$ cat config.mk
export PLATFORM = sky130hd
export DESIGN_NAME = morse_key_timing_decoder_core
export DESIGN_NICKNAME = d
export VERILOG_FILES = /design/src/rtl/mktd_pkg.sv /design/src/rtl/mktd_step.sv /design/src/rtl/morse_key_timing_decoder_core.sv
export VERILOG_INCLUDE_DIRS = /design/src /design/src/rtl
export SDC_FILE = /design/constraint.sdc
export NUM_CORES = 1
export LEC_CHECK = 0
export BUFFER_PORTS_ARGS = -buffer_cell sky130_fd_sc_hd__buf_4
export CORE_UTILIZATION = 60
export DETAILED_ROUTE_END_ITERATION = 10
export GPL_TIMING_DRIVEN = 0
export PLACE_DENSITY = 0.79
export SETUP_SLACK_MARGIN = 0.05
export SLEW_MARGIN = 20
export SYNTH_ARGS = -nofsm -noshare
export SYNTH_HDL_FRONTEND = slang
export SYNTH_SLANG_ARGS = --single-unit
$ cat constraint.sdc
create_clock -name clk -period 17.48 [get_ports clk]
set_input_delay 2.622 -clock clk [delete_from_list [all_inputs] [get_ports clk]]
set_output_delay 2.622 -clock clk [all_outputs]
set_load 0.01 [all_outputs]
$ cat src/rtl/morse_key_timing_decoder_core_macros.svh
// ----------------------------------------------------------------------------
// Morse key timing decoder assertion macros
// Clocked on clk and disabled during reset; compiled out with NO_ASSERTIONS.
// ----------------------------------------------------------------------------
`ifndef MORSE_KEY_TIMING_DECODER_CORE_MACROS_SVH
`define MORSE_KEY_TIMING_DECODER_CORE_MACROS_SVH
`ifndef NO_ASSERTIONS
// An invariant that must hold at every clock edge.
`define MKTD_ASSERT(label, expr) \
  label: assert property (@(posedge clk) disable iff (!rst_n) (expr)) \
    else $error("invariant violated");
// A condition that must hold in the cycle after the trigger.
`define MKTD_ASSERT_NEXT(label, trig, expr) \
  label: assert property (@(posedge clk) disable iff (!rst_n) (trig) |=> (expr)) \
    else $error("next-cycle check violated");
`else
`define MKTD_ASSERT(label, expr)
`define MKTD_ASSERT_NEXT(label, trig, expr)
`endif
`endif

$ cat src/rtl/mktd_pkg.sv
// ----------------------------------------------------------------------------
// Morse key timing decoder package
// Sizes, register map, result codes, state types and the letter table.
// ----------------------------------------------------------------------------
package mktd_pkg;

  localparam int MAX_SYMBOLS = 8;
  localparam int TIMER_BITS  = 16;
  localparam int CFG_W       = 16;
  localparam int PRESS_W     = 16;
  localparam int CMP_W       = (TIMER_BITS > CFG_W) ? TIMER_BITS : CFG_W;
  localparam int CNT_W       = $clog2(MAX_SYMBOLS + 1);
  localparam int ADDR_W      = 5;
  localparam int MAX_RES     = 3;
  localparam int QDEPTH      = 4;
  localparam int QPTR_W      = $clog2(QDEPTH);
  localparam int QCNT_W      = $clog2(QDEPTH + 1);
  localparam int NRES_W      = $clog2(MAX_RES + 1);

  localparam logic [TIMER_BITS-1:0] TIMER_MAX = {TIMER_BITS{1'b1}};
  localparam logic [PRESS_W-1:0]    PRESS_MAX = {PRESS_W{1'b1}};

  localparam logic [2:0] REG_DASH_THR   = 3'd0;
  localparam logic [2:0] REG_LETTER_GAP = 3'd1;
  localparam logic [2:0] REG_WORD_GAP   = 3'd2;
  localparam logic [2:0] REG_SENT_GAP   = 3'd3;
  localparam logic [2:0] REG_LOCKOUT    = 3'd4;

  localparam logic [CFG_W-1:0] RST_DASH_THR   = 16'd500;
  localparam logic [CFG_W-1:0] RST_LETTER_GAP = 16'd3000;
  localparam logic [CFG_W-1:0] RST_WORD_GAP   = 16'd5000;
  localparam logic [CFG_W-1:0] RST_SENT_GAP   = 16'd7000;
  localparam logic [CFG_W-1:0] RST_LOCKOUT    = 16'd50;

  localparam logic [6:0] CH_NONE  = 7'h00;
  localparam logic [6:0] CH_SPACE = 7'h20;
  localparam logic [6:0] CH_QUERY = 7'h3F;

  typedef enum logic [2:0] {
    EV_DOT      = 3'd0,
    EV_DASH     = 3'd1,
    EV_LETTER   = 3'd2,
    EV_WORD     = 3'd3,
    EV_SENTENCE = 3'd4
  } mktd_event_t;

  typedef struct packed {
    mktd_event_t         kind;
    logic [6:0]          character;
    logic [PRESS_W-1:0]  press_ms;
    logic                last;
  } mktd_result_t;

  typedef struct packed {
    logic [CFG_W-1:0] dash_thr;
    logic [CFG_W-1:0] letter_gap;
    logic [CFG_W-1:0] word_gap;
    logic [CFG_W-1:0] sent_gap;
    logic [CFG_W-1:0] lockout;
  } mktd_cfg_t;

  typedef struct packed {
    logic                   held;
    logic [TIMER_BITS-1:0]  press;
    logic [TIMER_BITS-1:0]  idle;
    logic [TIMER_BITS-1:0]  lockout;
    logic [MAX_SYMBOLS-1:0] bits;
    logic [CNT_W-1:0]       count;
    logic                   ovf;
    logic                   armed;
    logic                   letter_done;
    logic                   word_done;
  } mktd_state_t;

  // Codes for lengths one to four, first symbol most significant, 1 = dash.
  localparam logic [6:0] CODE_TABLE [0:29] = '{
    7'h45, 7'h54,
    7'h49, 7'h41, 7'h4E, 7'h4D,
    7'h53, 7'h55, 7'h52, 7'h3F, 7'h44, 7'h4B, 7'h47, 7'h4F,
    7'h48, 7'h56, 7'h46, 7'h3F, 7'h4C, 7'h3F, 7'h50, 7'h4A,
    7'h42, 7'h3F, 7'h43, 7'h59, 7'h5A, 7'h3F, 7'h3F, 7'h3F
  };

  function automatic logic [6:0] mktd_decode(input logic [3:0] bits,
                                             input logic [2:0] len);
    logic [4:0] idx;
    idx = 5'd0;
    case (len)
      3'd1: idx = 5'd0 + 5'(bits[0]);
      3'd2: idx = 5'd2 + 5'(bits[1:0]);
      3'd3: idx = 5'd6 + 5'(bits[2:0]);
      3'd4: idx = 5'd14 + 5'(bits[3:0]);
      default: idx = 5'd0;
    endcase
    if (len == 3'd0 || len > 3'd4) begin
      return CH_QUERY;
    end
    return CODE_TABLE[idx];
  endfunction

endpackage

$ cat src/rtl/mktd_step.sv
// ----------------------------------------------------------------------------
// Morse key timing decoder tick step
// Next state and the up to three result beats caused by one key sample.
// ----------------------------------------------------------------------------
module mktd_step (
  input  logic                                  key_down,
  input  mktd_pkg::mktd_cfg_t                   cfg,
  input  mktd_pkg::mktd_state_t                 state,
  output mktd_pkg::mktd_state_t                 state_nxt,
  output mktd_pkg::mktd_result_t [mktd_pkg::MAX_RES-1:0] res,
  output logic [mktd_pkg::NRES_W-1:0]           n_res
);
  import mktd_pkg::*;

  logic                  released;
  logic                  dash;
  logic                  fire_letter;
  logic                  fire_word;
  logic                  fire_sent;
  logic                  letter_done_now;
  logic [CMP_W-1:0]      idle_ext;
  logic [TIMER_BITS-1:0] lock_load;
  logic [PRESS_W-1:0]    press_sat;
  logic [6:0]            letter_ch;

  assign dash      = CMP_W'(state.press) >= CMP_W'(cfg.dash_thr);
  assign press_sat = (CMP_W'(state.press) > CMP_W'(PRESS_MAX)) ? PRESS_MAX
                                                               : PRESS_W'(state.press);
  assign lock_load = (CMP_W'(cfg.lockout) > CMP_W'(TIMER_MAX)) ? TIMER_MAX
                                                               : TIMER_BITS'(cfg.lockout);
  assign letter_ch = (state.ovf || state.count > CNT_W'(4)) ? CH_QUERY
                   : mktd_decode(state.bits[3:0], 3'(state.count));

  always_comb begin
    state_nxt = state;
    released  = 1'b0;
    if (state.lockout != '0) begin
      state_nxt.lockout = state.lockout - 1'b1;
    end else if (state.held) begin
      if (key_down) begin
        state_nxt.press = (state.press == TIMER_MAX) ? state.press : state.press + 1'b1;
      end else begin
        released              = 1'b1;
        state_nxt.held        = 1'b0;
        state_nxt.letter_done = 1'b0;
        state_nxt.word_done   = 1'b0;
        state_nxt.armed       = 1'b1;
        state_nxt.idle        = '0;
        state_nxt.lockout     = lock_load;
        if (state.count >= CNT_W'(MAX_SYMBOLS)) begin
          state_nxt.ovf = 1'b1;
        end else begin
          state_nxt.bits  = {state.bits[MAX_SYMBOLS-2:0], dash};
          state_nxt.count = state.count + CNT_W'(1);
        end
      end
    end else if (key_down) begin
      state_nxt.held  = 1'b1;
      state_nxt.press = TIMER_BITS'(1);
    end

    // The release beat itself never reaches a gap, since idle time restarts at zero.
    if (!state_nxt.held && !released) begin
      state_nxt.idle = (state.idle == TIMER_MAX) ? state.idle : state.idle + 1'b1;
    end
    idle_ext = CMP_W'(state_nxt.idle);

    fire_letter = !state_nxt.held && !released && state.armed && !state.letter_done &&
                  idle_ext > CMP_W'(cfg.letter_gap) && (state.count != '0 || state.ovf);
    letter_done_now = state.letter_done || fire_letter;
    fire_word   = !state_nxt.held && !released && state.armed && !state.word_done &&
                  letter_done_now && idle_ext > CMP_W'(cfg.word_gap);
    fire_sent   = !state_nxt.held && !released && state.armed &&
                  idle_ext > CMP_W'(cfg.sent_gap);

    if (fire_letter) begin
      state_nxt.bits        = '0;
      state_nxt.count       = '0;
      state_nxt.ovf         = 1'b0;
      state_nxt.letter_done = 1'b1;
    end
    if (fire_word) begin
      state_nxt.word_done = 1'b1;
    end
    if (fire_sent) begin
      state_nxt.armed = 1'b0;
    end
  end

  always_comb begin
    res   = '0;
    n_res = '0;
    if (released) begin
      res[0].kind     = dash ? EV_DASH : EV_DOT;
      res[0].press_ms = press_sat;
      n_res           = NRES_W'(1);
    end else begin
      if (fire_letter) begin
        res[n_res[1:0]].kind      = EV_LETTER;
        res[n_res[1:0]].character = letter_ch;
        n_res                     = n_res + NRES_W'(1);
      end
      if (fire_word) begin
        res[n_res[1:0]].kind      = EV_WORD;
        res[n_res[1:0]].character = CH_SPACE;
        n_res                     = n_res + NRES_W'(1);
      end
      if (fire_sent) begin
        res[n_res[1:0]].kind      = EV_SENTENCE;
        res[n_res[1:0]].character = CH_NONE;
        n_res                     = n_res + NRES_W'(1);
      end
    end
    for (int k = 0; k < MAX_RES; k++) begin
      res[k].last = (NRES_W'(k + 1) == n_res);
    end
  end

endmodule

$ cat src/rtl/morse_key_timing_decoder_core.sv
// Results of an accepted tick beat enter the result queue and are offered in order.
// Throughput: one tick beat per cycle while each tick gives at most one result and
// out_stall stays low; a tick that ends a letter, word and sentence at once queues three beats.
// The rate is set by the four-entry result queue, which accepts a tick only with room for three.
// Reset (rst_n low, synchronous) clears the decoder state and the queue and
// loads the default timing registers.
// ----------------------------------------------------------------------------
// Morse key timing decoder core
// Times key presses per millisecond tick and emits dot, dash, letter, word
// and sentence beats through a small result queue; timing set over APB.
// ----------------------------------------------------------------------------
`include "morse_key_timing_decoder_core_macros.svh"

module morse_key_timing_decoder_core (
  input  logic                          clk,
  input  logic                          rst_n,
  input  logic                          in_valid,
  output logic                          in_stall,
  input  logic                          in_key_down,
  output logic                          out_valid,
  input  logic                          out_stall,
  output logic [2:0]                    out_event_kind,
  output logic [6:0]                    out_character,
  output logic [mktd_pkg::PRESS_W-1:0]  out_press_ms,
  output logic                          out_last_of_tick,
  input  logic                          psel,
  input  logic                          penable,
  input  logic                          pwrite,
  input  logic [mktd_pkg::ADDR_W-1:0]   paddr,
  input  logic [31:0]                   pwdata,
  output logic [31:0]                   prdata,
  output logic                          pready
);
  import mktd_pkg::*;

  mktd_cfg_t                   cfg_r, cfg_nxt;
  mktd_state_t                 state_r, state_nxt;
  mktd_result_t [MAX_RES-1:0]  res;
  logic [NRES_W-1:0]           n_res;
  mktd_result_t                fifo_r [QDEPTH];
  logic [QPTR_W-1:0]           rd_ptr_r, wr_ptr_r;
  logic [QCNT_W-1:0]           cnt_r;
  logic                        push, pop, cfg_wr;
  logic [NRES_W-1:0]           n_push;
  logic [2:0]                  reg_idx;
  mktd_result_t                head;

  assign pready  = 1'b1;
  assign cfg_wr  = psel && penable && pwrite && pready;
  assign reg_idx = paddr[ADDR_W-1:2];

  always_comb begin
    cfg_nxt = cfg_r;
    if (cfg_wr) begin
      case (reg_idx)
        REG_DASH_THR:   cfg_nxt.dash_thr   = pwdata[CFG_W-1:0];
        REG_LETTER_GAP: cfg_nxt.letter_gap = pwdata[CFG_W-1:0];
        REG_WORD_GAP:   cfg_nxt.word_gap   = pwdata[CFG_W-1:0];
        REG_SENT_GAP:   cfg_nxt.sent_gap   = pwdata[CFG_W-1:0];
        REG_LOCKOUT:    cfg_nxt.lockout    = pwdata[CFG_W-1:0];
        default: ;
      endcase
    end
  end

  always_comb begin
    case (reg_idx)
      REG_DASH_THR:   prdata = 32'(cfg_r.dash_thr);
      REG_LETTER_GAP: prdata = 32'(cfg_r.letter_gap);
      REG_WORD_GAP:   prdata = 32'(cfg_r.word_gap);
      REG_SENT_GAP:   prdata = 32'(cfg_r.sent_gap);
      REG_LOCKOUT:    prdata = 32'(cfg_r.lockout);
      default:        prdata = '0;
    endcase
  end

  mktd_step u_step (
    .key_down  (in_key_down),
    .cfg       (cfg_r),
    .state     (state_r),
    .state_nxt (state_nxt),
    .res       (res),
    .n_res     (n_res)
  );

  assign in_stall  = cnt_r > QCNT_W'(QDEPTH - MAX_RES);
  assign push      = in_valid && !in_stall;
  assign n_push    = push ? n_res : '0;
  assign out_valid = cnt_r != '0;
  assign pop       = out_valid && !out_stall;
  assign head      = fifo_r[rd_ptr_r];

  assign out_event_kind   = head.kind;
  assign out_character    = head.character;
  assign out_press_ms     = head.press_ms;
  assign out_last_of_tick = head.last;

  always_ff @(posedge clk) begin
    if (!rst_n) begin
      cfg_r.dash_thr   <= RST_DASH_THR;
      cfg_r.letter_gap <= RST_LETTER_GAP;
      cfg_r.word_gap   <= RST_WORD_GAP;
      cfg_r.sent_gap   <= RST_SENT_GAP;
      cfg_r.lockout    <= RST_LOCKOUT;
      state_r          <= '0;
      rd_ptr_r         <= '0;
      wr_ptr_r         <= '0;
      cnt_r            <= '0;
    end else begin
      cfg_r    <= cfg_nxt;
      if (push) begin
        state_r <= state_nxt;
      end
      wr_ptr_r <= wr_ptr_r + QPTR_W'(n_push);
      if (pop) begin
        rd_ptr_r <= rd_ptr_r + QPTR_W'(1);
      end
      cnt_r    <= cnt_r + QCNT_W'(n_push) - QCNT_W'(pop);
    end
  end

  always_ff @(posedge clk) begin
    for (int k = 0; k < MAX_RES; k++) begin
      if (NRES_W'(k) < n_push) begin
        fifo_r[wr_ptr_r + QPTR_W'(k)] <= res[k];
      end
    end
  end

  `MKTD_ASSERT(a_queue_bound, cnt_r <= QCNT_W'(QDEPTH))
  `MKTD_ASSERT(a_no_press_in_lockout, !(state_r.held && state_r.lockout != '0))
  `MKTD_ASSERT(a_word_needs_letter, !state_r.word_done || state_r.letter_done)
  `MKTD_ASSERT(a_symbol_bound, state_r.count <= CNT_W'(MAX_SYMBOLS))
  `MKTD_ASSERT_NEXT(a_release_arms, push && n_res != '0 && (res[0].kind == EV_DOT || res[0].kind == EV_DASH), state_r.armed && state_r.idle == '0)

endmodule
# == Word-level counts from Yosys, hierarchy flattened ==
# Memories as Yosys holds them, arrays and structs flattened. A register that Yosys moved wholly into a read port is not among the register bits.
# Index checks and enable logic that the tools add are counted.
# op_classes
addsub,15
mux,68
n_bitwise,2
reduce_logical,47
n_lt_le_gt_ge,18
eq_ne,22
# op_table
operator,count
$bwmux 81,4
$mux 81,3
$demux 27 s2,4
$mux 16,8
$mux 48,2
$pmux 16 s5,1
$mux 27,2
$mux 54,1
$gt 16x16->1,3
$mux 24,2
$mux 7,6
$mux 17,2
$mux 33,1
$add 16x1->16 const B,2
$eq 16x16->1 const B,2
$gt 16x16->1 const B,2
$mux 12,2
$pmux 5 s4,1
$mux 1,17
$ge 16x16->1,1
$mux 2,8
$ne 2x1->1 const B,8
$reduce_and 4->1,4
$reduce_bool 16->1,1
other kinds (41),85
# totals
input_bits,45
n_memories,2
rom_bits,224
reg_bits,151
mem_bits_rw,108
output_inout_bits,62
wordCells,192
# memory_table
memory,depth,word_bits,rd,rd_ports_with_merged_regs,wr,line_no,rtl
(name not given),32,7,1,0,0,mktd_pkg.sv:98,return CODE_TABLE[idx];
fifo_r,4,27,1,1,3,morse_key_timing_decoder_core.sv:40,mktd_result_t fifo_r [QDEPTH];

# == Longest topological paths before layout ==
# logic_depth
ltp_word,25
ltp_mapped,27

# == Cells and area by module ==
# Synthesis repeated with hierarchy kept, for this count alone.
# unflattened
hier_cells,2110
hier_area_um2,18566.6
# by_module_without_submodules
module,area_per_inst_um2,instances,cells_per_inst,seq_area_each_um2
morse_key_timing_decoder_core,13853.3,1,1370,6326.1
mktd_step,4713.3,1,740,0.0

# == Least setup slack after synthesis ==
# No wires, ideal clock.
# synth_timing
kind,input to register
startpoint,input port in_key_down
endpoint,"memory fifo_r[0][0] in the netlist's numbering, enable pin"
cell_stages,19
t_required_ns,17.063
arrival_time_ns,7.571
setup_ns,0.417
n_path_buf,4
path_slack_ns,9.492
path_cell_list,nand2b_1 clkbuf_1 nor2_1 clkbuf_1 buf_1 nor2_1 ha_1 and4b_1 a211oi_1 o221a_2 a211o_1 inv_1 o21a_1 ha_1 clkbuf_1 nor2_1 mux2i_1 o21ai_0 o21bai_1
# synth_lines
element,line_no,rtl
start: declaration,morse_key_timing_decoder_core.sv:19,"input logic in_key_down,"
end: declaration,morse_key_timing_decoder_core.sv:40,

==> metrics.yaml <==
firstDrtPassIters: 5
setup_viol: 0
fp.dieArea_sq_um: 25200
rsz0062_at_grt: "false"
wire_per_inst_um: 21.8
grt-ovfl-total: 0
grt.total_usage_pct: 36.1
yosys_warnings: 0
slew_headroom_pct: 35.4
leakagePower_nw: 6.57
postLayoutSetupSlackWorst_ns: 8.33
synth_enable_flop_cells: 108
port_buffers: 70
clkLatencyLatePin_ns: 0.54
max-clock-path-buffers: 3
worstMarginPinSlew_ns: 0.945
ant_nets: 0
cp_max_fo: 14
ir_drop_mv: 0.106
drc_errors: 0
diodes: 0
ys_ff_latch: 258
rows: 56
fin_crit_sh_pct: 52.4
clock_skew_ns: 0.0142
place_inst: 1998
grt_pass1_wl_um: 68800
path_clk_slew_ns: 0.06
totalWireLength_um: 44600
synth_ff_type: "dfxtp_1"
finalCriticalPeriod_ns: 9.15
ys_seq_area_share_pct: 42.4
crit_path_end_kind: "register"
cts.sinks: 258
ys_async_sr_fraction_pct: 0
avgSynthCellArea_sq_um: 9.26
cts_max_level: 1
outcome: "finished clean"
worstPathArrival_ns: 9.40
max_cap_viol_count: 0
coreArea_sq_um: 23800
start_util_pct: 62.0
final_layout_size_suffix_gt1_share_pct: 11.6
worst_setup_path_start_kind: "input pin"
required_ns: 17.73
die_height_um: 159
postCtsSetupBuffers: 0
hpwl_um: 32600
syn-instance-count: 1590
final_net_count: 1842
syn_area_sq_um: 14700
numCtsBuffers: 27
clockRootBuffer: "clkbuf_16"
vias: 13062
antenna_found_initial: 0
pin_count: 107
drtIter0Drc: 1229
finalMaxSlewViolations: 0
hold_viol_final: 0
instances_no_fill: 2047
ctsResizeCount: 0
avgViaCountPerCell: 6.38
powerDensity_nw_per_um2: 108
p_total_mw: 1.82
cts_tree: "done"
hold_path_class: "reg2reg"
grt_pass1_vias: 12559
fmax_mhz: 109
finish.utilization_pct: 70.8
tns_ns: 0
critPathKind: "in2reg"
pre_cts_ws_ns: 8.04
die_w_um: 159
cts_hold_buf: 0
area_delta_synth_final_pct: 14.1
grt_max_degree: 20
gp_congestion: 0.971
synth_cell_types: 80
==> critical path: stages <==
cell and delay [ns]:
buf_4 0.15, nand2b_1 0.14, clkbuf_1 0.23, nor2_1 0.56, clkbuf_1 0.64, buf_1 0.44
nor2_1 0.20, ha_1 0.34, nand4_1 0.17, a21oi_1 0.19, o21ai_0 0.10, a2111oi_0 0.86
o21a_1 0.31, ha_1 0.17, clkbuf_1 0.36, a211oi_1 0.09, o2bb2ai_1 0.20, a211oi_4 0.38
inv_2 0.21, nor3b_2 0.25, buf_4 0.23, o21bai_4 0.30, buf_16 0.23
==> registers in the layout, indices dropped and copies added, names as in the netlist, named ones only <==
register	count
rd_ptr_r	2
cnt_r	3
state_r	61
cfg_r	80
wr_ptr_r	2
fifo_r	108
==> layout by cell type, fill, tap and decap left out, drive strengths merged, types with 17 or more instances in the layout <==
cell type / n
a21boi: 62
a21oi: 58
a22oi: 36
and2: 25
and3: 74
buf: 105
clkbuf: 120
conb: 17
dfxtp: 150
edfxtp: 108
ha: 88
inv: 95
mux4: 28
nand2: 217
nand3: 39
nand4: 29
nor2: 103
nor2b: 17
nor3: 20
o211ai: 30
o21ai: 72
o22ai: 30
xor2: 23
==> power by group <==
group | leakage (nW) | total [mW] | internal [mW] | switching [mW]
combinational | 3.97 | 0.529 | 0.189 | 0.340
sequential | 2.14 | 0.673 | 0.648 | 0.0250
clock | 0.458 | 0.618 | 0.373 | 0.245
total | 6.57 | 1.82 | 1.21 | 0.610
==> cells by family (layout without fill, tap and decap cells) <==
family | count (synthesis) | after routing | synth area share (%)
xor+xnor | 36 | 36 | 2.14
compound gates | 378 | 378 | 17.5
mux | 41 | 41 | 5.23
other cells | 2 | 17 | 0.0510
buf+inv | 211 | 334 | 5.89
flops | 258 | 258 | 42.4
fa+ha+maj | 89 | 89 | 7.61
simple gates | 575 | 575 | 19.2
==> path summary, 6_finish.rpt <==
check	from	endpoint	cells past startpoint	slack, ns
setup / recovery	in_key_down	fifo_r[2][9]	23	8.33
hold / removal	cfg_r[33]	cfg_r[33]	2	0.47
setup reg to reg	state_r[16]	fifo_r[2][9]	24	9.80
hold reg to reg	cfg_r[33]	cfg_r[33]	2	0.47
==> metrics by stage <==
stage	instance area (sq um)	hold WS, ns
floorplan	14800	0.443
global placement	15700	0.454
detailed placement	15900	0.459
CTS	16800	0.467
global route	16800	0.498
finish	16800	0.467
==> metal layers <==
metal  vias up  global-route usage [%]  share of wire, %
met5         -                       0                 0
met4         0                    16.6               4.7
met3       154                    5.55               8.4
met2       660                    60.7                47
met1      6307                    45.6                40
li1       5941                       -                 -
==> synthesized netlist by cell type, drive strengths merged (7+ instances only) <==
cell | n | share of area (%)
a21boi | 62 | 3.2
edfxtp | 108 | 22
o21a | 11 | 0.56
nand4 | 29 | 1.2
nor4 | 8 | 0.54
o211ai | 30 | 1.5
and2 | 25 | 1.1
clkbuf | 86 | 2.2
nor3b | 8 | 0.44
buf | 31 | 1.3
mux4 | 28 | 4.3
dfxtp | 150 | 20
nor2 | 103 | 2.6
inv | 94 | 2.4
a31oi | 10 | 0.42
a211oi | 7 | 0.44
xor2 | 23 | 1.4
o21ai | 72 | 2.4
nor2b | 17 | 0.72
nand2 | 217 | 5.5
nand3b | 8 | 0.41
a21oi | 58 | 2.0
a22oi | 36 | 1.8
ha | 88 | 7.5
nor3 | 20 | 0.78
o31ai | 9 | 0.46
o22ai | 30 | 1.3
nand3 | 39 | 1.3
xnor2 | 13 | 0.77
mux2i | 8 | 0.54
a21o | 14 | 0.71
and3 | 74 | 3.1
==> cell type report <==
class                      instances  area (sq um)
timing repair buffer              74           636
fill                            1837          6940
clock inverter                    15           201
sequential                       258          6250
tap                              319           399
inverter                          94           353
clock buffer                      34           742
multi-input combinational       1136          7720
buffer                           117           514
No activity file was read; power rests on OpenSTA's default activity.
